`config.mk`:
```
export PLATFORM = sky130hd
export DESIGN_NAME = joint_stall_detector
export DESIGN_NICKNAME = d
export VERILOG_FILES = /design/src/jsd_pkg.sv /design/src/jsd_front.sv /design/src/jsd_fifo.sv /design/src/jsd_back.sv /design/src/joint_stall_detector.sv
export SDC_FILE = /design/constraint.sdc
export NUM_CORES = 2
export LEC_CHECK = 0
export BUFFER_PORTS_ARGS = -buffer_cell sky130_fd_sc_hd__buf_4
export CORE_ASPECT_RATIO = 1.4
export CORE_MARGIN = 2
export CORE_UTILIZATION = 44
export DETAILED_ROUTE_END_ITERATION = 16
export PLACE_DENSITY = 0.59
export SKIP_CTS_REPAIR_TIMING = 1
export SLEW_MARGIN = 20
export SYNTH_ARGS = -nofsm -noshare
export SYNTH_HDL_FRONTEND = slang
export SYNTH_SLANG_ARGS = --single-unit
export TNS_END_PERCENT = 1
```
`constraint.sdc`:
```
create_clock -name clk -period 7.5 [get_ports clk]
set_clock_uncertainty 0.05 [all_clocks]
set_input_delay 0 -clock clk [delete_from_list [all_inputs] [get_ports clk]]
set_output_delay 0 -clock clk [all_outputs]
set_load 0.05 [all_outputs]
```
`src/jsd_pkg.sv`:
```
package jsd_pkg;

  // field widths
  localparam int JOINT_W    = 4;
  localparam int ERR_W      = 24;
  localparam int INTERVAL_W = 24;
  localparam int ACC_W      = 32;
  localparam int CFG_IDX_W  = 4;

  // divider widths: |avg| * 10000 fits 37 bits, 7 * interval fits 27 bits
  localparam int NUM_W     = 37;
  localparam int PROD_W    = NUM_W + 1;
  localparam int DIVISOR_W = INTERVAL_W + 3;
  localparam int SUM_W     = NUM_W + 2;
  localparam int CNT_W     = $clog2(NUM_W);

  // 1 / (700 * t[s]) in Q8 becomes avg * 10000 / (7 * interval_us)
  localparam logic [13:0] RATE_SCALE = 14'd10000;

  // 1.0 in Q15.8
  localparam logic signed [ERR_W:0] MOVE_LIMIT = 25'sd256;

  // 2 s in microseconds
  localparam logic [INTERVAL_W-1:0] LONG_INTERVAL = 24'd2000000;

  // what the back end has to do with an item
  typedef enum logic [1:0] {
    KIND_NONE,
    KIND_CLEAR,
    KIND_ADD
  } kind_t;

  typedef struct packed {
    logic [JOINT_W-1:0]       joint;
    kind_t                    kind;
    logic signed [ERR_W-1:0]  avg;
    logic [INTERVAL_W-1:0]    interval;
    logic                     enabled;
    logic                     opening;
    logic signed [ACC_W-1:0]  threshold;
  } entry_t;

  typedef enum logic [2:0] {
    S_IDLE,
    S_LOAD,
    S_DIV,
    S_SUM,
    S_DONE
  } back_state_t;

endpackage

```
`src/jsd_front.sv`:
```
module jsd_front #(
  parameter int JOINT_COUNT = 8
) (
  input  logic                                   clk,
  input  logic                                   rst,
  input  logic                                   cfg_valid,
  input  logic [jsd_pkg::CFG_IDX_W-1:0]          cfg_index,
  input  logic signed [jsd_pkg::ACC_W-1:0]       cfg_data,
  input  logic                                   in_valid,
  output logic                                   in_ready,
  input  logic [jsd_pkg::JOINT_W-1:0]            joint_index,
  input  logic signed [jsd_pkg::ERR_W-1:0]       joint_error,
  input  logic [jsd_pkg::INTERVAL_W-1:0]         interval_us,
  input  logic                                   joint_enabled,
  output logic                                   push,
  output jsd_pkg::entry_t                        push_entry,
  input  logic                                   push_ready
);

  localparam int JW        = (JOINT_COUNT > 1) ? $clog2(JOINT_COUNT) : 1;
  localparam int JOINT_W   = jsd_pkg::JOINT_W;
  localparam int CFG_IDX_W = jsd_pkg::CFG_IDX_W;
  localparam int ERR_W     = jsd_pkg::ERR_W;
  localparam int ACC_W     = jsd_pkg::ACC_W;
  localparam logic [JOINT_W-1:0]   JOINT_LIMIT = JOINT_W'(JOINT_COUNT);
  localparam logic [CFG_IDX_W-1:0] CFG_LIMIT   = CFG_IDX_W'(JOINT_COUNT);

  logic signed [ACC_W-1:0] threshold [JOINT_COUNT];
  logic signed [ERR_W-1:0] prev_avg  [JOINT_COUNT];

  logic                    joint_valid;
  logic [JW-1:0]           sel;
  logic signed [ERR_W-1:0] prev;
  logic signed [ACC_W-1:0] thr;
  logic signed [ERR_W:0]   sum;
  logic signed [ERR_W-1:0] avg;
  logic signed [ERR_W:0]   diff;
  logic                    still;
  logic                    opening;
  logic                    toward;
  jsd_pkg::kind_t          kind;

  // look up the joint's stored average and threshold
  always_comb begin
    joint_valid = joint_index < JOINT_LIMIT;
    sel         = joint_index[JW-1:0];
    prev        = joint_valid ? prev_avg[sel] : '0;
    thr         = joint_valid ? threshold[sel] : '0;
  end

  // floor average, movement and sign tests
  always_comb begin
    sum     = {prev[ERR_W-1], prev} + {joint_error[ERR_W-1], joint_error};
    avg     = sum[ERR_W:1];
    diff    = {avg[ERR_W-1], avg} - {prev[ERR_W-1], prev};
    still   = (diff < jsd_pkg::MOVE_LIMIT) && (diff > -jsd_pkg::MOVE_LIMIT);
    opening = thr > 32'sd0;
    toward  = opening ? (avg > 24'sd0) : (avg < 24'sd0);
    if (!joint_valid) begin
      kind = jsd_pkg::KIND_NONE;
    end else if (still || !toward) begin
      kind = jsd_pkg::KIND_CLEAR;
    end else begin
      kind = jsd_pkg::KIND_ADD;
    end
  end

  // item handed to the queue
  always_comb begin
    push_entry.joint     = joint_index;
    push_entry.kind      = kind;
    push_entry.avg       = avg;
    push_entry.interval  = interval_us;
    push_entry.enabled   = joint_enabled;
    push_entry.opening   = opening;
    push_entry.threshold = thr;
  end

  assign in_ready = push_ready;
  assign push     = in_valid && push_ready;

  // thresholds and stored averages
  always_ff @(posedge clk) begin
    if (rst) begin
      for (int i = 0; i < JOINT_COUNT; i++) begin
        threshold[i] <= '0;
        prev_avg[i]  <= '0;
      end
    end else begin
      if (cfg_valid && (cfg_index < CFG_LIMIT)) begin
        threshold[cfg_index[JW-1:0]] <= cfg_data;
      end
      if (push && joint_valid) begin
        prev_avg[sel] <= avg;
      end
    end
  end

endmodule

```
`src/jsd_fifo.sv`:
```
module jsd_fifo #(
  parameter int DEPTH = 4
) (
  input  logic            clk,
  input  logic            rst,
  input  logic            push,
  input  jsd_pkg::entry_t push_entry,
  output logic            push_ready,
  input  logic            pop,
  output jsd_pkg::entry_t pop_entry,
  output logic            pop_valid
);

  localparam int AW = (DEPTH > 1) ? $clog2(DEPTH) : 1;
  localparam int CW = $clog2(DEPTH + 1);
  localparam logic [AW-1:0] LAST = AW'(DEPTH - 1);
  localparam logic [CW-1:0] FULL = CW'(DEPTH);

  jsd_pkg::entry_t slots [DEPTH];
  logic [AW-1:0]   wr_ptr;
  logic [AW-1:0]   rd_ptr;
  logic [CW-1:0]   count;

  assign push_ready = count != FULL;
  assign pop_valid  = count != '0;
  assign pop_entry  = slots[rd_ptr];

  // storage
  always_ff @(posedge clk) begin
    if (push) begin
      slots[wr_ptr] <= push_entry;
    end
  end

  // pointers and fill count
  always_ff @(posedge clk) begin
    if (rst) begin
      wr_ptr <= '0;
      rd_ptr <= '0;
      count  <= '0;
    end else begin
      if (push) begin
        wr_ptr <= (wr_ptr == LAST) ? '0 : wr_ptr + 1'b1;
      end
      if (pop) begin
        rd_ptr <= (rd_ptr == LAST) ? '0 : rd_ptr + 1'b1;
      end
      if (push && !pop) begin
        count <= count + 1'b1;
      end else if (pop && !push) begin
        count <= count - 1'b1;
      end
    end
  end

  a_count_range: assert property (@(posedge clk) disable iff (rst) count <= FULL)
    else $error("queue count beyond depth");

  a_no_underflow: assert property (@(posedge clk) disable iff (rst) pop |-> count != '0)
    else $error("pop from empty queue");

  a_no_overflow: assert property (@(posedge clk) disable iff (rst)
    push |-> (count != FULL) || pop)
    else $error("push into full queue");

endmodule

```
`src/jsd_back.sv`:
```
module jsd_back #(
  parameter int JOINT_COUNT = 8
) (
  input  logic                               clk,
  input  logic                               rst,
  input  logic                               pop_valid,
  input  jsd_pkg::entry_t                    pop_entry,
  output logic                               pop,
  output logic                               out_valid,
  input  logic                               out_ready,
  output logic [jsd_pkg::JOINT_W-1:0]        result_joint,
  output logic signed [jsd_pkg::ACC_W-1:0]   smoothed_error,
  output logic                               blocked,
  output logic                               no_threshold
);

  localparam int JW        = (JOINT_COUNT > 1) ? $clog2(JOINT_COUNT) : 1;
  localparam int ACC_W     = jsd_pkg::ACC_W;
  localparam int ERR_W     = jsd_pkg::ERR_W;
  localparam int NUM_W     = jsd_pkg::NUM_W;
  localparam int PROD_W    = jsd_pkg::PROD_W;
  localparam int DIVISOR_W = jsd_pkg::DIVISOR_W;
  localparam int SUM_W     = jsd_pkg::SUM_W;
  localparam int CNT_W     = jsd_pkg::CNT_W;

  jsd_pkg::back_state_t    state;
  jsd_pkg::back_state_t    state_next;
  jsd_pkg::entry_t         cur;
  logic signed [ACC_W-1:0] acc [JOINT_COUNT];
  logic [NUM_W-1:0]        num;
  logic [DIVISOR_W-1:0]    divisor;
  logic [DIVISOR_W-1:0]    rem;
  logic [CNT_W-1:0]        cnt;
  logic                    neg;
  logic signed [ACC_W-1:0] base;
  logic signed [ACC_W-1:0] acc_new;

  logic [JW-1:0]           idx;
  logic                    div_needed;
  logic                    out_free;
  logic                    acc_we;
  logic                    out_load;
  logic [ERR_W-1:0]        avg_mag;
  logic [PROD_W-1:0]       product;
  logic [DIVISOR_W-1:0]    divisor_calc;
  logic signed [ACC_W-1:0] base_calc;
  logic [DIVISOR_W:0]      rem_sh;
  logic [DIVISOR_W:0]      rem_sub;
  logic                    fits;
  logic signed [SUM_W-1:0] q_mag;
  logic signed [SUM_W-1:0] q_signed;
  logic signed [SUM_W-1:0] total;
  logic signed [ACC_W-1:0] sat;
  logic                    over_thr;

  assign idx        = cur.joint[JW-1:0];
  assign div_needed = (cur.kind == jsd_pkg::KIND_ADD) && (cur.interval != '0);
  assign out_free   = !out_valid || out_ready;

  // next state
  always_comb begin
    state_next = state;
    unique case (state)
      jsd_pkg::S_IDLE: if (pop_valid) state_next = jsd_pkg::S_LOAD;
      jsd_pkg::S_LOAD: state_next = div_needed ? jsd_pkg::S_DIV : jsd_pkg::S_SUM;
      jsd_pkg::S_DIV:  if (cnt == '0) state_next = jsd_pkg::S_SUM;
      jsd_pkg::S_SUM:  state_next = jsd_pkg::S_DONE;
      jsd_pkg::S_DONE: if (out_free) state_next = jsd_pkg::S_IDLE;
      default:         state_next = jsd_pkg::S_IDLE;
    endcase
  end

  // control outputs
  always_comb begin
    pop      = (state == jsd_pkg::S_IDLE) && pop_valid;
    acc_we   = (state == jsd_pkg::S_SUM) && (cur.kind != jsd_pkg::KIND_NONE);
    out_load = (state == jsd_pkg::S_DONE) && out_free;
  end

  always_ff @(posedge clk) begin
    if (rst) begin
      state <= jsd_pkg::S_IDLE;
    end else begin
      state <= state_next;
    end
  end

  // operand setup: |avg| * 10000 over 7 * interval
  always_comb begin
    avg_mag      = cur.avg[ERR_W-1] ? (~cur.avg + 1'b1) : cur.avg;
    product      = PROD_W'(avg_mag) * PROD_W'(jsd_pkg::RATE_SCALE);
    divisor_calc = {cur.interval, 3'b000} - {3'b000, cur.interval};
    if ((cur.kind == jsd_pkg::KIND_ADD) && (cur.interval <= jsd_pkg::LONG_INTERVAL)) begin
      base_calc = acc[idx];
    end else begin
      base_calc = '0;
    end
  end

  // one restoring division step, one quotient bit
  always_comb begin
    rem_sh  = {rem, num[NUM_W-1]};
    rem_sub = rem_sh - {1'b0, divisor};
    fits    = rem_sh >= {1'b0, divisor};
  end

  // signed sum with saturation to the accumulator range
  always_comb begin
    q_mag    = {2'b00, num};
    q_signed = neg ? -q_mag : q_mag;
    total    = q_signed + {{(SUM_W - ACC_W){base[ACC_W-1]}}, base};
    if (total[SUM_W-1:ACC_W-1] == '0 || total[SUM_W-1:ACC_W-1] == '1) begin
      sat = total[ACC_W-1:0];
    end else if (total[SUM_W-1]) begin
      sat = {1'b1, {(ACC_W - 1){1'b0}}};
    end else begin
      sat = {1'b0, {(ACC_W - 1){1'b1}}};
    end
  end

  // blocked test against the signed threshold
  assign over_thr = cur.opening ? (acc_new > cur.threshold) : (acc_new < cur.threshold);

  // datapath
  always_ff @(posedge clk) begin
    case (state)
      jsd_pkg::S_IDLE: begin
        if (pop) cur <= pop_entry;
      end
      jsd_pkg::S_LOAD: begin
        num     <= div_needed ? product[NUM_W-1:0] : '0;
        divisor <= divisor_calc;
        rem     <= '0;
        cnt     <= CNT_W'(NUM_W - 1);
        neg     <= cur.avg[ERR_W-1];
        base    <= base_calc;
      end
      jsd_pkg::S_DIV: begin
        rem <= fits ? rem_sub[DIVISOR_W-1:0] : rem_sh[DIVISOR_W-1:0];
        num <= {num[NUM_W-2:0], fits};
        cnt <= cnt - 1'b1;
      end
      jsd_pkg::S_SUM: begin
        acc_new <= sat;
      end
      default: begin
      end
    endcase
  end

  // per-joint accumulators
  always_ff @(posedge clk) begin
    if (rst) begin
      for (int i = 0; i < JOINT_COUNT; i++) begin
        acc[i] <= '0;
      end
    end else if (acc_we) begin
      acc[idx] <= sat;
    end
  end

  // output register
  always_ff @(posedge clk) begin
    if (rst) begin
      out_valid <= 1'b0;
    end else if (out_load) begin
      out_valid <= 1'b1;
    end else if (out_ready) begin
      out_valid <= 1'b0;
    end
  end

  always_ff @(posedge clk) begin
    if (out_load) begin
      result_joint   <= cur.joint;
      smoothed_error <= acc_new;
      blocked        <= cur.enabled && (cur.kind != jsd_pkg::KIND_NONE) && over_thr;
      no_threshold   <= cur.kind == jsd_pkg::KIND_NONE;
    end
  end

  a_div_nonzero: assert property (@(posedge clk) disable iff (rst)
    state == jsd_pkg::S_DIV |-> divisor != '0)
    else $error("divide step with zero divisor");

  a_none_result: assert property (@(posedge clk) disable iff (rst)
    out_valid && no_threshold |-> (smoothed_error == '0) && !blocked)
    else $error("joint without threshold reports a value");

  a_sum_then_done: assert property (@(posedge clk) disable iff (rst)
    state == jsd_pkg::S_SUM |=> state == jsd_pkg::S_DONE)
    else $error("sum not followed by result stage");

endmodule

```
`src/joint_stall_detector.sv`:
```
// Per-joint stall detector. Each item carries one joint's error sample, the
// interval since its last sample and an enabled flag; each item gives exactly
// one result, in order. The front end smooths the error, classifies the item
// and takes a new item every cycle while the queue has room. The back end
// works one queued item at a time: items that need an increment pass through
// queue read, load, 37 steps of the restoring divider at one quotient bit a
// cycle, sum and result; all others skip the divider. Thresholds are written
// through the cfg port, index i for joint i; writes are taken every cycle
// and should happen while idle.
module joint_stall_detector #(
  parameter int JOINT_COUNT = 8,
  parameter int QUEUE_DEPTH = 4
) (
  input  logic                               clk,
  input  logic                               rst,
  input  logic                               cfg_valid,
  output logic                               cfg_ready,
  input  logic [jsd_pkg::CFG_IDX_W-1:0]      cfg_index,
  input  logic signed [jsd_pkg::ACC_W-1:0]   cfg_data,
  input  logic                               in_valid,
  output logic                               in_ready,
  input  logic [jsd_pkg::JOINT_W-1:0]        joint_index,
  input  logic signed [jsd_pkg::ERR_W-1:0]   joint_error,
  input  logic [jsd_pkg::INTERVAL_W-1:0]     interval_us,
  input  logic                               joint_enabled,
  output logic                               out_valid,
  input  logic                               out_ready,
  output logic [jsd_pkg::JOINT_W-1:0]        result_joint,
  output logic signed [jsd_pkg::ACC_W-1:0]   smoothed_error,
  output logic                               blocked,
  output logic                               no_threshold
);

  logic            push;
  logic            push_ready;
  jsd_pkg::entry_t push_entry;
  logic            pop;
  logic            pop_valid;
  jsd_pkg::entry_t pop_entry;

  assign cfg_ready = 1'b1;

  // smoothing and classification
  jsd_front #(
    .JOINT_COUNT(JOINT_COUNT)
  ) u_front (
    .clk          (clk),
    .rst          (rst),
    .cfg_valid    (cfg_valid),
    .cfg_index    (cfg_index),
    .cfg_data     (cfg_data),
    .in_valid     (in_valid),
    .in_ready     (in_ready),
    .joint_index  (joint_index),
    .joint_error  (joint_error),
    .interval_us  (interval_us),
    .joint_enabled(joint_enabled),
    .push         (push),
    .push_entry   (push_entry),
    .push_ready   (push_ready)
  );

  // queue between front and back
  jsd_fifo #(
    .DEPTH(QUEUE_DEPTH)
  ) u_fifo (
    .clk       (clk),
    .rst       (rst),
    .push      (push),
    .push_entry(push_entry),
    .push_ready(push_ready),
    .pop       (pop),
    .pop_entry (pop_entry),
    .pop_valid (pop_valid)
  );

  // divider, accumulators and result register
  jsd_back #(
    .JOINT_COUNT(JOINT_COUNT)
  ) u_back (
    .clk           (clk),
    .rst           (rst),
    .pop_valid     (pop_valid),
    .pop_entry     (pop_entry),
    .pop           (pop),
    .out_valid     (out_valid),
    .out_ready     (out_ready),
    .result_joint  (result_joint),
    .smoothed_error(smoothed_error),
    .blocked       (blocked),
    .no_threshold  (no_threshold)
  );

endmodule

```
After elaboration in Yosys (flattened, before gate mapping)
Memory sizes are Yosys's and may differ from the RTL's. A register that Yosys moved wholly into a read port is not among the register bits.
Index checks and enable logic that the tools add are counted.
{ "classes": {"addsub": 12, "multipliers": 1, "order_cmp": 11, "eq_ne": 12, "n_mux": 48, "bitwise": 1, "reduce_logical": 36} }
{ "op_table": {"columns": ["operator", "count"], "rows": [
  ["32-bit 2-to-1 mux", 5],
  ["37-bit one-hot mux with 2 select lines", 1],
  ["24-bit 2-to-1 mux", 3],
  ["32-bit OR reduction", 2],
  ["27-bit one-hot mux with 2 select lines", 1],
  ["39-bit adder", 1],
  ["39-bit 2-to-1 mux", 1],
  ["37-bit negator with 39-bit output", 1],
  ["37-bit 2-to-1 mux", 1],
  ["24-bit by 10-bit multiplier with 33-bit output (second input constant)", 1],
  ["32-bit by 1-bit > comparator with 1-bit output (second input constant)", 1],
  ["32-bit > comparator", 1],
  ["32-bit < comparator", 1],
  ["28-bit by 27-bit greater-or-equal comparator with 1-bit output", 1],
  ["27-bit 2-to-1 mux", 1],
  ["27-bit by 24-bit subtractor with 27-bit output", 1],
  ["27-bit subtractor", 1],
  ["24-bit by 24-bit adder with 25-bit output", 1],
  ["25-bit by 9-bit > comparator with 1-bit output (second input constant)", 1],
  ["25-bit by 10-bit < comparator with 1-bit output (second input constant)", 1],
  ["24-bit by 24-bit subtractor with 25-bit output", 1],
  ["24-bit by 1-bit adder with 24-bit output (second input constant)", 1],
  ["24-bit by 1-bit > comparator with 1-bit output (second input constant)", 1],
  ["24-bit by 21-bit <= comparator with 1-bit output (second input constant)", 1],
  ["32 further kinds", 90]
]} }
{ "word_totals": {"ff_bits": 179, "ram_bits": 1056, "input_bits": 94, "out_inout_bits": 41, "wordCells": 140, "n_memories": 4} }
{ "mem_list": {"columns": ["memory", "words", "word_bits", "rd", "rd_clocked_by_memory_dff", "write_ports", "line_no", "text"], "rows": [
  ["u_fifo.slots", 4, 88, 1, 1, 1, "jsd_fifo.sv:19", "jsd_pkg::entry_t slots [DEPTH];"],
  ["u_back.acc", 8, 32, 1, 1, 8, "jsd_back.sv:29", "logic signed [ACC_W-1:0] acc [JOINT_COUNT];"],
  ["u_front.threshold", 8, 32, 1, 0, 8, "jsd_front.sv:28", "logic signed [ACC_W-1:0] threshold [JOINT_COUNT];"],
  ["u_front.prev_avg", 8, 24, 1, 0, 8, "jsd_front.sv:29", "logic signed [ERR_W-1:0] prev_avg [JOINT_COUNT];"]
]} }

Logic depth before layout (Yosys ltp)
{ "logic_depth": {"word_depth": 9, "ltp_mapped": 33, "mapped_depth_nobuf": 32} }

Cells and area by module
A second synthesis with hierarchy kept.
{ "hier_totals": {"cells_unflattened": 5234, "area_unflattened_um2": 68687.1} }
{ "modules_own_cells": {"columns": ["module", "instances", "cells_each", "area_each_um2", "seq_area_each_um2"], "rows": [
  ["jsd_back", 1, 2758, 32484.9, 16415.7],
  ["jsd_front", 1, 1969, 23063.4, 13452.9],
  ["jsd_fifo", 1, 505, 13127.6, 10750.3],
  ["joint_stall_detector", 1, 2, 11.3, 0.0]
]} }

Least setup slack after synthesis
No wires, ideal clock.
{ "synth_path": {"path_type": "flip-flop to flip-flop", "startpoint": "reg u_back.state[0]", "endpoint": "reg u_back.cnt[0], enable pin", "setup_ns": 0.436, "arrival_ns": 6.954, "required_time_ns": 7.014, "setup_slack_ns": 0.060, "path_stages_with_launch": 4, "n_path_buf": 1, "synth_period_minus_slack_ns": 7.440, "path_cell_list": "dfxtp_1 -> clkbuf_1 -> nor3b_1 -> nand2b_1"} }
{ "synth_between": {"elab_chain_len": 2, "word_cells_on_any_way": 3, "classes_between": "2 x eq/ne; 1 x reduce/logical"} }
{ "synth_lines": {"columns": ["element", "line_no", "text"], "rows": [
  ["start, declared", "jsd_back.sv:26", "jsd_pkg::back_state_t state;"],
  ["start signal, assigned", "jsd_back.sv:82", "state <= jsd_pkg::S_IDLE;"],
  ["start signal, assigned", "jsd_back.sv:84", "state <= state_next;"],
  ["3-bit by 2-bit equality test with 1-bit output or 3-bit by 1-bit equality test with 1-bit output (tied branches)", "jsd_back.sv:126", "case (state)"],
  ["2-bit nonzero test (no line) (*)", null, null],
  ["end signal, assigned", "jsd_back.sv:134", "cnt <= CNT_W'(NUM_W - 1);"],
  ["end signal, assigned", "jsd_back.sv:141", "cnt <= cnt - 1'b1;"],
  ["end, declared", "jsd_back.sv:33", "logic [CNT_W-1:0] cnt;"]
]} }
Mark *: on every way between the ends. The rest lies on a longest branch, timed or not.
A chain may end at the register's enable or synchronous reset.

Worst setup path after layout
{ "layout_path": {"startpoint": "reg u_back.cur[58] (netlist bit)", "endpoint": "reg u_back.num[35], data pin"} }
{ "layout_between": {"elab_chain_len": 6} }
{ "layout_lines": {"columns": ["element", "line_no", "text"], "rows": [
  ["start, declared", "jsd_back.sv:28", "jsd_pkg::entry_t cur;"],
  ["start signal, assigned", "jsd_back.sv:128", "if (pop) cur <= pop_entry;"],
  ["24-bit inverter", "jsd_back.sv:90", "avg_mag = cur.avg[ERR_W-1] ? (~cur.avg + 1'b1) : cur.avg;"],
  ["24-bit by 1-bit adder with 24-bit output", "jsd_back.sv:90", null],
  ["24-bit 2-to-1 mux (*)", "jsd_back.sv:90", null],
  ["24-bit by 10-bit multiplier with 33-bit output (*)", "jsd_back.sv:91", "product = PROD_W'(avg_mag) * PROD_W'(jsd_pkg::RATE_SCALE);"],
  ["37-bit 2-to-1 mux (*)", "jsd_back.sv:131", "num <= div_needed ? product[NUM_W-1:0] : '0;"],
  ["37-bit one-hot mux with 2 select lines (*)", "jsd_back.sv:126", null],
  ["end signal, assigned", "jsd_back.sv:131", null],
  ["end signal, assigned", "jsd_back.sv:140", "num <= {num[NUM_W-2:0], fits};"],
  ["end, declared", "jsd_back.sv:30", "logic [NUM_W-1:0] num;"]
]} }
Marked as above.

==> results.yml <==
placed_design:
  hpwl_um: 113000
  dpl_worst_slack_ns: -0.0667
  dp.cells: 7132
  postPlaceCellArea_um2: 71100
  place.port_buffers: 133
  place_congestion: 0.937
global_routing:
  grtUsageTotal_pct: 22.4
  antenna_found_initial: 5
  busiest_layer: "met2"
  grt_max_degree: 71
  grt_pass1_vias: 42694
  grt_pass1_wl_um: 263000
  met2_usage_pct: 39.3
  grt_use_met3_pct: 3.27
  grt-ovfl-total: 0
  use_met1_pct: 28.2
sta:
  period_needed_ns: 7.19
  fmaxAchievable_ghz: 0.139
  finalHoldViolations: 10
  slew_headroom_pct: 25.9
  maxSlewViolCount: 0
  setup_viol: 0
  tightest_slew_ns: 1.11
  finalCritPeriodShare_pct: 95.9
  setup_slack_ns: 0.307
  holdWs_ns: -0.0238
setup_path:
  required_ns: 7.97
  critPathCaptureType: "flip-flop"
  timing.rr.start: "u_back.cur[58]"
  critical-path-max-stage-delay_ns: 0.52
  r2r_end: "u_back.num[35]"
  cp_num_buf_inv: 9
  reg2reg_depth: 34
  cp_slowest_cell: "fa_1"
  critPathLaunchType: "flip-flop"
  cp.arrival_ns: 7.66
  path_class: "reg -> reg"
  crit_start: "u_back.cur[58]"
  crit_fanout: 4
  r2r_slack_ns: 0.31
  critPathTopFamily: "adder cells"
clock_tree:
  clkSlewWorstSetupHoldPaths_ns: 0.06
  h-tree-depth: 4
  cts_tree: "done"
  worstSkewPairLatency_ns: 0.78
  cts-root-buf: "clkbuf_16"
  clockBufferDepth: 3
  cts-buffers-inserted: 135
  cts.sink_count: 1355
route:
  totalWireLength_um: 174000
  avgRoutedWirePerCell_um: 23.3
  routed_via_density: 5.66
  drtPass1Iterations: 8
  ant_nets: 0
  vias: 42366
  route.detailed.drc: 0
  drt_iter0_markers: 3287
final_layout:
  fin_cells: 7479
  final_cell_area_um2: 76600
  mostFrequentLayoutCells: "1,344 x edfxtp_1, 630 x nor2_1, 399 x inv_1"
  area_growth_pct: 14.8
  fin_util_pct: 50.7
  drive_gt1_share_pct: 14.6
  layout.nets: 5831
  final_common_cell: "edfxtp_1"
synth:
  synthMuxAreaShare_pct: 5.99
  ys_async_sr_fraction_pct: 0
  ys_ff_latch: 1355
  synth-compound-area-share_pct: 9.55
  synthFlopType: "edfxtp_1"
  synth_fp_nets: 5479
  yosysWarnings: 0
  synthCells: 5057
  yosysUniqueCellTypes: 93
  synth_simple_gate_area_share_pct: 10.8
  syn_area_um2: 66700
  ys_seq_area_share_pct: 60.8
  syn_area_per_cell_um2: 13.2
  synth-xor-area-share_pct: 2.34
  synth_top_family_by_area: "simple AND/OR/NAND/NOR gates"
  synth-edff-count: 1344
  synthAdderAreaFrac_pct: 6.86
worst_hold_path:
  hp-class: "in -> reg"
  holdPathStages: 4
  min_from: "joint_error[3]"
  worstHoldEndpoint: "u_front.prev_avg[2][2]"
outcome:
  outcome: "complete, but fails checks"
  violations: "hold timing"
die:
  ios: 135
  die_area_um2: 155000
  die_y_um: 465
  die_x_um: 333
  num_rows: 169
  core_area_um2: 151000
  initial_core_util_pct: 44.2
job:
  cap_violations: 0
-- cells in the mapped netlist (all sizes together), types with 47 or more instances --
master	instances	area share, %
edfxtp	1344	60
and2	273	2.6
o21ai	114	0.85
nor3	59	0.44
a21oi	161	1.3
nor2	650	3.7
xor2	54	0.71
clkbuf	171	0.96
mux4	155	5.2
xnor2	124	1.6
a22oi	213	2.4
inv	405	2.3
nand2	148	0.83
nand2b	50	0.47
ha	266	5.0
mux2i	47	0.70
nand3	62	0.52
fa	62	1.9
a21o	77	0.87
-- tightest hold or removal path, cell delays in order --
cell	delay [ns]
buf_4	0.15
xnor2_1	0.14
xnor2_1	0.23
nor2_1	0.16
-- cell families after synthesis --
family / count (synthesis)
and+or+nand+nor: 1468
DFF: 1355
AOI/OAI and AO/OA: 899
buffers and inverters: 622
adders and majority gates: 329
muxes: 205
xor gates and xnor gates: 178
other: 1
-- layer usage --
| metal | share of wire [%] | vias to the layer above | routed length [um] |
|---|---|---|---|
| met5 | 0.024 | - | 41 |
| met4 | 3.1 | 6 | 5350 |
| met3 | 5.6 | 282 | 9700 |
| met2 | 51 | 1237 | 88700 |
| met1 | 40 | 21314 | 70400 |
| li1 | - | 19527 | - |
-- how the worst max path moves through the flow --
stage / to / slack, ns / cells past startpoint
6_report: u_back.num[35] / 0.31 / 34
5_1_grt: u_back.num[35] / -0.08 / 35
4_1_cts: u_back.num[35] / -0.09 / 33
3_5_place_dp: u_back.num[35] / -0.07 / 33
3_3_place_gp: u_back.num[35] / -0.02 / 30
2_1_floorplan: u_back.cnt[0] / 0.06 / 3
-- stage by stage --
step	setup TNS (ns)	hold WS, ns
after floorplan	0	0.0489
after global placement	-0.0250	0.150
after detailed placement	-0.0667	0.153
after CTS	-0.0946	-0.686
after global routing	-0.0797	0.0178
final	0	-0.0238
-- sequential cells by signal, indices dropped and copies added (netlist names), 32 cells and up --
register               flops
u_fifo.slots             352
u_back.cur                88
u_back.base               32
u_back.smoothed_error     32
u_back.acc               256
u_back.acc_new            32
u_back.num                37
u_front.prev_avg         192
u_front.threshold        256
-- final cells by class --
| type | instances | area, um2 |
|---|---|---|
| fill | 13115 | 74400 |
| sequential | 1355 | 40600 |
| multi-input combinational | 3080 | 24100 |
| timing repair buffer | 431 | 3630 |
| clock buffer | 170 | 3590 |
| tap | 1966 | 2460 |
| inverter | 406 | 1530 |
| clock inverter | 69 | 726 |
| antenna | 2 | 5.00 |
Power is left out: the tool's default activity adds up to more than one toggle a clock period on the data nets, which glitch-free logic cannot reach.
